<file path="src/hdl/blk2sp_pkg.sv">
// Shared constants, tables and types for the BLAKE2sp hash engine.
// No dependencies; imported by every design module of the engine (not the checker).
`default_nettype none
package blk2sp_pkg;

    localparam int LEAF_COUNT = 8;

    localparam logic [31:0] LEAF_PARAM0 = 32'h0208_0020;
    localparam logic [31:0] LEAF_PARAM3 = 32'h2000_0000;
    localparam logic [31:0] ROOT_PARAM3 = 32'h2001_0000;
    localparam logic [31:0] ALL_ONES    = 32'hFFFF_FFFF;

    localparam logic [31:0] IV [8] = '{
        32'h6A09_E667, 32'hBB67_AE85, 32'h3C6E_F372, 32'hA54F_F53A,
        32'h510E_527F, 32'h9B05_688C, 32'h1F83_D9AB, 32'h5BE0_CD19};

    localparam logic [3:0] SIGMA [10][16] = '{
        '{4'd0, 4'd1, 4'd2, 4'd3, 4'd4, 4'd5, 4'd6, 4'd7,
          4'd8, 4'd9, 4'd10, 4'd11, 4'd12, 4'd13, 4'd14, 4'd15},
        '{4'd14, 4'd10, 4'd4, 4'd8, 4'd9, 4'd15, 4'd13, 4'd6,
          4'd1, 4'd12, 4'd0, 4'd2, 4'd11, 4'd7, 4'd5, 4'd3},
        '{4'd11, 4'd8, 4'd12, 4'd0, 4'd5, 4'd2, 4'd15, 4'd13,
          4'd10, 4'd14, 4'd3, 4'd6, 4'd7, 4'd1, 4'd9, 4'd4},
        '{4'd7, 4'd9, 4'd3, 4'd1, 4'd13, 4'd12, 4'd11, 4'd14,
          4'd2, 4'd6, 4'd5, 4'd10, 4'd4, 4'd0, 4'd15, 4'd8},
        '{4'd9, 4'd0, 4'd5, 4'd7, 4'd2, 4'd4, 4'd10, 4'd15,
          4'd14, 4'd1, 4'd11, 4'd12, 4'd6, 4'd8, 4'd3, 4'd13},
        '{4'd2, 4'd12, 4'd6, 4'd10, 4'd0, 4'd11, 4'd8, 4'd3,
          4'd4, 4'd13, 4'd7, 4'd5, 4'd15, 4'd14, 4'd1, 4'd9},
        '{4'd12, 4'd5, 4'd1, 4'd15, 4'd14, 4'd13, 4'd4, 4'd10,
          4'd0, 4'd7, 4'd6, 4'd3, 4'd9, 4'd2, 4'd8, 4'd11},
        '{4'd13, 4'd11, 4'd7, 4'd14, 4'd12, 4'd1, 4'd3, 4'd9,
          4'd5, 4'd0, 4'd15, 4'd4, 4'd8, 4'd6, 4'd2, 4'd10},
        '{4'd6, 4'd15, 4'd14, 4'd9, 4'd11, 4'd3, 4'd0, 4'd8,
          4'd12, 4'd2, 4'd13, 4'd7, 4'd1, 4'd4, 4'd10, 4'd5},
        '{4'd10, 4'd2, 4'd8, 4'd4, 4'd7, 4'd6, 4'd1, 4'd5,
          4'd15, 4'd11, 4'd9, 4'd14, 4'd3, 4'd12, 4'd13, 4'd0}};

    // load path into the compression unit
    typedef struct packed {
        logic        h_we;
        logic [2:0]  h_idx;
        logic        m_we;
        logic [3:0]  m_idx;
        logic [31:0] data;
    } t_cmp_load;

    // start request for one compression
    typedef struct packed {
        logic        start;
        logic [63:0] count;
        logic        last_blk;
        logic        last_node;
    } t_cmp_req;

    function automatic logic [3:0] sigma_at(logic [3:0] round, logic [3:0] j);
        logic [3:0] res;
        res = 4'd0;
        if (round < 4'd10) res = SIGMA[round][j];
        return res;
    endfunction

    // column then diagonal lanes: {a, b, c, d}
    function automatic logic [15:0] mix_lanes(logic [2:0] g);
        logic [15:0] res;
        case (g)
            3'd0:    res = {4'd0, 4'd4, 4'd8,  4'd12};
            3'd1:    res = {4'd1, 4'd5, 4'd9,  4'd13};
            3'd2:    res = {4'd2, 4'd6, 4'd10, 4'd14};
            3'd3:    res = {4'd3, 4'd7, 4'd11, 4'd15};
            3'd4:    res = {4'd0, 4'd5, 4'd10, 4'd15};
            3'd5:    res = {4'd1, 4'd6, 4'd11, 4'd12};
            3'd6:    res = {4'd2, 4'd7, 4'd8,  4'd13};
            default: res = {4'd3, 4'd4, 4'd9,  4'd14};
        endcase
        return res;
    endfunction

    function automatic logic [31:0] leaf_init(logic [2:0] leaf, logic [2:0] k);
        logic [31:0] res;
        res = IV[k];
        if (k == 3'd0) res = res ^ LEAF_PARAM0;
        if (k == 3'd2) res = res ^ {29'd0, leaf};
        if (k == 3'd3) res = res ^ LEAF_PARAM3;
        return res;
    endfunction

    function automatic logic [31:0] root_init(logic [2:0] k);
        logic [31:0] res;
        res = IV[k];
        if (k == 3'd0) res = res ^ LEAF_PARAM0;
        if (k == 3'd3) res = res ^ ROOT_PARAM3;
        return res;
    endfunction

endpackage
`default_nettype wire

</file>
<file path="src/hdl/blk2sp_gmix.sv">
// One half of the BLAKE2s G function on four state words.
// Depends on blk2sp_pkg.
`default_nettype none
module blk2sp_gmix import blk2sp_pkg::*; (
    input  logic        i_half,
    input  logic [31:0] i_a,
    input  logic [31:0] i_b,
    input  logic [31:0] i_c,
    input  logic [31:0] i_d,
    input  logic [31:0] i_m,
    output logic [31:0] o_a,
    output logic [31:0] o_b,
    output logic [31:0] o_c,
    output logic [31:0] o_d
);
    logic [31:0] dx, bx;

    always_comb begin
        o_a = i_a + i_b + i_m;
        dx  = i_d ^ o_a;
        o_d = i_half ? {dx[7:0], dx[31:8]} : {dx[15:0], dx[31:16]};
        o_c = i_c + o_d;
        bx  = i_b ^ o_c;
        o_b = i_half ? {bx[6:0], bx[31:7]} : {bx[11:0], bx[31:12]};
    end
endmodule
`default_nettype wire

</file>
<file path="src/hdl/blk2sp_compress.sv">
// BLAKE2s compression unit: one half-G per cycle.
// Depends on blk2sp_pkg and blk2sp_gmix.
`default_nettype none
module blk2sp_compress import blk2sp_pkg::*; (
    input  logic        i_clk,
    input  logic        i_rst_n,
    input  t_cmp_load   i_load,
    input  t_cmp_req    i_req,
    input  logic [2:0]  i_h_idx,
    output logic [31:0] o_h_word,
    output logic        o_done
);
    typedef enum logic [1:0] {S_IDLE, S_RUN, S_FIN} t_state;

    t_state      r_state;
    logic [3:0]  r_round;
    logic [2:0]  r_g;
    logic        r_half;
    logic [31:0] r_v [16];
    logic [31:0] r_m [16];
    logic [31:0] r_h [8];

    logic [3:0]  ia, ib, ic, id, im;
    logic [31:0] ga, gb, gc, gd;

    always_comb begin
        {ia, ib, ic, id} = mix_lanes(r_g);
        im = sigma_at(r_round, {r_g, r_half});
    end

    blk2sp_gmix u_gmix (
        .i_half (r_half),
        .i_a    (r_v[ia]),
        .i_b    (r_v[ib]),
        .i_c    (r_v[ic]),
        .i_d    (r_v[id]),
        .i_m    (r_m[im]),
        .o_a    (ga),
        .o_b    (gb),
        .o_c    (gc),
        .o_d    (gd)
    );

    assign o_h_word = r_h[i_h_idx];

    always_ff @(posedge i_clk) begin
        if (!i_rst_n) begin
            r_state <= S_IDLE;
            r_round <= 4'd0;
            r_g     <= 3'd0;
            r_half  <= 1'b0;
            o_done  <= 1'b0;
        end else begin
            o_done <= 1'b0;
            unique case (r_state)
                S_IDLE: begin
                    if (i_load.h_we) r_h[i_load.h_idx] <= i_load.data;
                    if (i_load.m_we) r_m[i_load.m_idx] <= i_load.data;
                    if (i_req.start) begin
                        for (int k = 0; k < 8; k++) begin
                            r_v[k] <= r_h[k];
                        end
                        for (int k = 0; k < 4; k++) begin
                            r_v[k+8] <= IV[k];
                        end
                        r_v[12] <= IV[4] ^ i_req.count[31:0];
                        r_v[13] <= IV[5] ^ i_req.count[63:32];
                        r_v[14] <= IV[6] ^ (i_req.last_blk  ? ALL_ONES : 32'd0);
                        r_v[15] <= IV[7] ^ (i_req.last_node ? ALL_ONES : 32'd0);
                        r_round <= 4'd0;
                        r_g     <= 3'd0;
                        r_half  <= 1'b0;
                        r_state <= S_RUN;
                    end
                end
                S_RUN: begin
                    r_v[ia] <= ga;
                    r_v[ib] <= gb;
                    r_v[ic] <= gc;
                    r_v[id] <= gd;
                    r_half  <= ~r_half;
                    if (r_half) begin
                        r_g <= r_g + 3'd1;
                        if (r_g == 3'd7) begin
                            if (r_round == 4'd9) r_state <= S_FIN;
                            else r_round <= r_round + 4'd1;
                        end
                    end
                end
                S_FIN: begin
                    for (int k = 0; k < 8; k++) r_h[k] <= r_h[k] ^ r_v[k] ^ r_v[k+8];
                    o_done  <= 1'b1;
                    r_state <= S_IDLE;
                end
                default: r_state <= S_IDLE;
            endcase
        end
    end
endmodule
`default_nettype wire

</file>
<file path="config.mk">
export PLATFORM = sky130hd
export DESIGN_NAME = blk2sp_compress
export DESIGN_NICKNAME = d
export VERILOG_FILES = /design/src/hdl/blk2sp_pkg.sv /design/src/hdl/blk2sp_gmix.sv /design/src/hdl/blk2sp_compress.sv
export SDC_FILE = /design/constraint.sdc
export NUM_CORES = 2
export LEC_CHECK = 0
export ABC_CLOCK_PERIOD_IN_PS = 23400
export BUFFER_PORTS_ARGS = -buffer_cell sky130_fd_sc_hd__buf_2
export CAP_MARGIN = 20
export CORE_MARGIN = 1.5
export CORE_UTILIZATION = 45
export CTS_CLUSTER_SIZE = 16
export DETAILED_ROUTE_END_ITERATION = 7
export PLACE_DENSITY = 0.65
export SYNTH_ARGS = -nofsm -noshare
export SYNTH_HDL_FRONTEND = slang
export SYNTH_SLANG_ARGS = --single-unit
</file>
<file path="constraint.sdc">
create_clock -name i_clk -period 23.4 [get_ports i_clk]
set_input_delay 0 -clock i_clk [delete_from_list [all_inputs] [get_ports i_clk]]
set_output_delay 0 -clock i_clk [all_outputs]
set_load 0.1 [all_outputs]
</file>
==> results.cfg <==
[final_layout]
areaGrowthSynthToFinish_pct = 13.11
fin_area_mm2 = 0.07610
drive_above_1_share = 0.1271
nNetsFinal = 6142
fill_cells = 12650

[floorplan]
die_h_um = 389.7
dieArea_mm2 = 0.1518
fp.dieW_um = 389.7
core_area_mm2 = 0.1480
num_rows = 141
initial_core_util = 0.4545
io_pins = 146

[logic_synthesis]
synth_area_leader_cell = edfxtp_1
post_synth.cell_area_avg_um2 = 11.72
synth_area_leaders = edfxtp_1 (57%), nand2_1 (5.4%), o21ai_0 (4.4%)
synth_enable_flop_cells = 1280
synth_top_area_share = 0.5713
synth_ff_type = edfxtp_1
yosysMostFrequentCell = edfxtp_1
ys_warn_count = 0
ys_seq_area_frac = 0.5746
ys_ff_latch = 1291
syn_area_mm2 = 0.06728
async_flop_share = 0
syn-instance-count = 5742
yosysUniqueCellTypes = 105
synth_common_cells = edfxtp_1 (1280), nand2_1 (970), o21ai_0 (598)
synth_nets = 5963

[setup_path]
r2r-end = r_v[6][5]
path_class = reg2reg
worstSetupEndpointType = flop
critPathMaxStageDelay_ns = 0.83
ff2ff_setup_slack_ns = 8.90
required_ns = 23.91
cp.depth = 41
setup.worst_path.start_class = flop
crit_buf_inv = 4
r2r_start = r_round[0]
cp_top_family = compound AO/OA/AOI/OAI gates
crit_top_cell = a21oi_1
r2r_cells = 41
slowest_stage = dfxtp_1
crit_arrival_ns = 15.01
cp_max_fo = 81

[timing]
max_slew.worst_pin.slew_ns = 1.308
period_share = 0.6197
skew_ns = 0.03834
tns_ns = 0
timing.slew.headroom = 0.1282
clock.fmax_mhz = 68.96
rsz0062_at_grt = no
final_hold_viol_count = 0
final-setup-viol-count = 0
post-route-min-period_ns = 14.50
slew_viol_final = 0

[worst_hold_path]
hold_path_class = in2reg
min_to = r_v[12][11]
min_from = i_req[13]
worstHoldPathCells = 4

[route]
drt_wl_total_mm = 255.4
top_layer = met5
drt_pass1_iterations = 8
drtIter0Drc = 7928
vias = 51690
drc = 0
wl_met1_mm = 96.86
detail-route-antenna-nets = 0
wl_met2_mm = 109.6
wl_met3_mm = 31.91
wl_per_cell_um = 32.08
viasPerCell = 6.492

[power_and_ir_drop]
pwr-share-comb = 0.559
seqPwrFrac = 0.245
intPower_w = 0.005568
leakagePower_nw = 26.73
pwr_density_cell_mw_per_mm2 = 145.5
clock_power_share = 0.196
switchingPower_w = 0.005506
p_sw_frac = 0.4972
peakVddDrop_mv = 0.1910

[job]
maxCapViolCount = 0

[clock_tree]
cts_tree = built
cts_sinks = 1291
numCtsBuffers = 140
insertion_delay_ns = 0.82
max-clock-path-buffers = 3
ctsHtreeMaxLevel = 4
cts-root-buf = clkbuf_16
clk_pin_slew_ns = 0.06
post_cts_buffers = 0

[global_routing]
antenna_found_initial = 14
grt-ovfl-total = 0
grt_max_degree = 153
grt_pass1_wl_mm = 358.7
track_usage = 0.3311
grt_pass1_vias = 48570

[place]
hpwl_mm = 168.3
place.gp.congestion = 0.9918
placed_area_mm2 = 0.07047
port_buffers = 145

[status]
outcome = finished, final reports clean
[layout by cell type, fill, tap and decap left out, types with 47 or more instances in the layout]
cell type | netlist | final
edfxtp_1 | 1280 | 1280
nand2_1 | 970 | 947
o21ai_0 | 598 | 589
xnor2_1 | 327 | 327
xor2_1 | 306 | 305
nor2_1 | 225 | 213
a21oi_1 | 152 | 152
buf_2 | 26 | 145
clkbuf_16 | 0 | 143
and3_1 | 133 | 132
buf_4 | 3 | 122
inv_1 | 122 | 121
dlygate4sd3_1 | 0 | 119
mux4_2 | 98 | 98
o22ai_1 | 93 | 93
a31oi_1 | 87 | 87
ha_1 | 75 | 75
mux2_2 | 74 | 74
a311oi_1 | 68 | 68
a211oi_1 | 58 | 58
a21o_1 | 54 | 54
mux2i_1 | 47 | 47
[power groups by stage]
stage               registers, W  clock network, W  logic [W]
floorplan                0.00273                 0    0.00350
global placement         0.00276                 0    0.00582
detailed placement       0.00276                 0    0.00587
CTS                      0.00271           0.00218    0.00592
global route             0.00272           0.00226    0.00640
finish                   0.00271           0.00217    0.00619
[worst max path at each step]
stage	start	to	slack (ns)
after floorplan	r_round[0]	r_v[4][15]	12.53
after global placement	r_round[0]	r_v[4][15]	9.46
after detailed placement	r_round[0]	r_v[4][15]	9.14
after CTS	r_round[0]	r_v[5][10]	9.06
after global routing	r_round[0]	r_v[4][15]	7.86
final	r_round[0]	r_v[6][5]	8.90
[final cells by class]
type                    count  area (um^2)  share of cell area
flip-flops and latches   1291        38660              0.5081
multi-input cells        3971        27220              0.3578
clock buffers             174         3695             0.04855
repair buffers            394         2969             0.03902
well taps                1930         2415             0.03173
clock inverters            75        660.6            0.008682
inverters                 123        461.7            0.006067
diodes                      4        10.01           0.0001315
[state kept, by name, summed over array words and instances, names as in the netlist]
name and flops:
r_m 512, r_g 3, r_v 512, r_state 2, r_round 4, r_h 256
r_half 1, o_done 1
[logic make-up (layout without fill, tap and decap cells)]
| logic type | Yosys count | count (layout) | share of synthesized area |
|---|---|---|---|
| AOI/OAI and AO/OA | 1387 | 1387 | 0.1306 |
| xor gates and xnor gates | 644 | 644 | 0.08557 |
| adders and majority gates | 108 | 108 | 0.02377 |
| buffers and inverters | 480 | 766 | 0.02754 |
| DFF | 1291 | 1291 | 0.5746 |
| muxes | 221 | 221 | 0.05256 |
| other | 0 | 4 | 0 |
| and+or+nand+nor | 1611 | 1611 | 0.1053 |
[worst register-to-register path: cells and delay by family, from the launching register on]
family,cells,cell delay [ns]
AO/OA/AOI/OAI,18,5.08
AND/OR/NAND/NOR,8,2.01
buffers and inverters,4,1.88
adder cells (fa/ha/maj),4,1.82
XOR/XNOR,4,1.37
multiplexers,3,1.19
flip-flops,1,0.83
[through the flow]
stage	util	power (W)	instances	hold WS, ns	setup WS (ns)
2_1_floorplan	-	0.006238	5742	0.09887	12.53
3_3_place_gp	0.4759	0.008573	7582	0.2743	9.460
3_5_place_dp	0.4761	0.008632	7585	0.2809	9.139
4_1_cts	0.5135	0.01081	7953	0.004583	9.064
5_1_grt	0.5140	0.01137	7958	0.05287	7.857
6_report	0.5141	0.01107	7962	0.04229	8.899
[routing by layer]
layer	track usage	vias to the layer above
met1	0.4480	25660
li1	-	21580
met5	0	-
met2	0.4802	3747
met4	0.1950	10
met3	0.08606	700
[repair_timing]
item	4_1_cts	5_1_grt
endpoints found under the setup margin	0	0
resized for setup	0	0
hold buffers	119	0
endpoints found under the hold margin	698	0
Note: power is estimated with default switching activity, not from simulation.
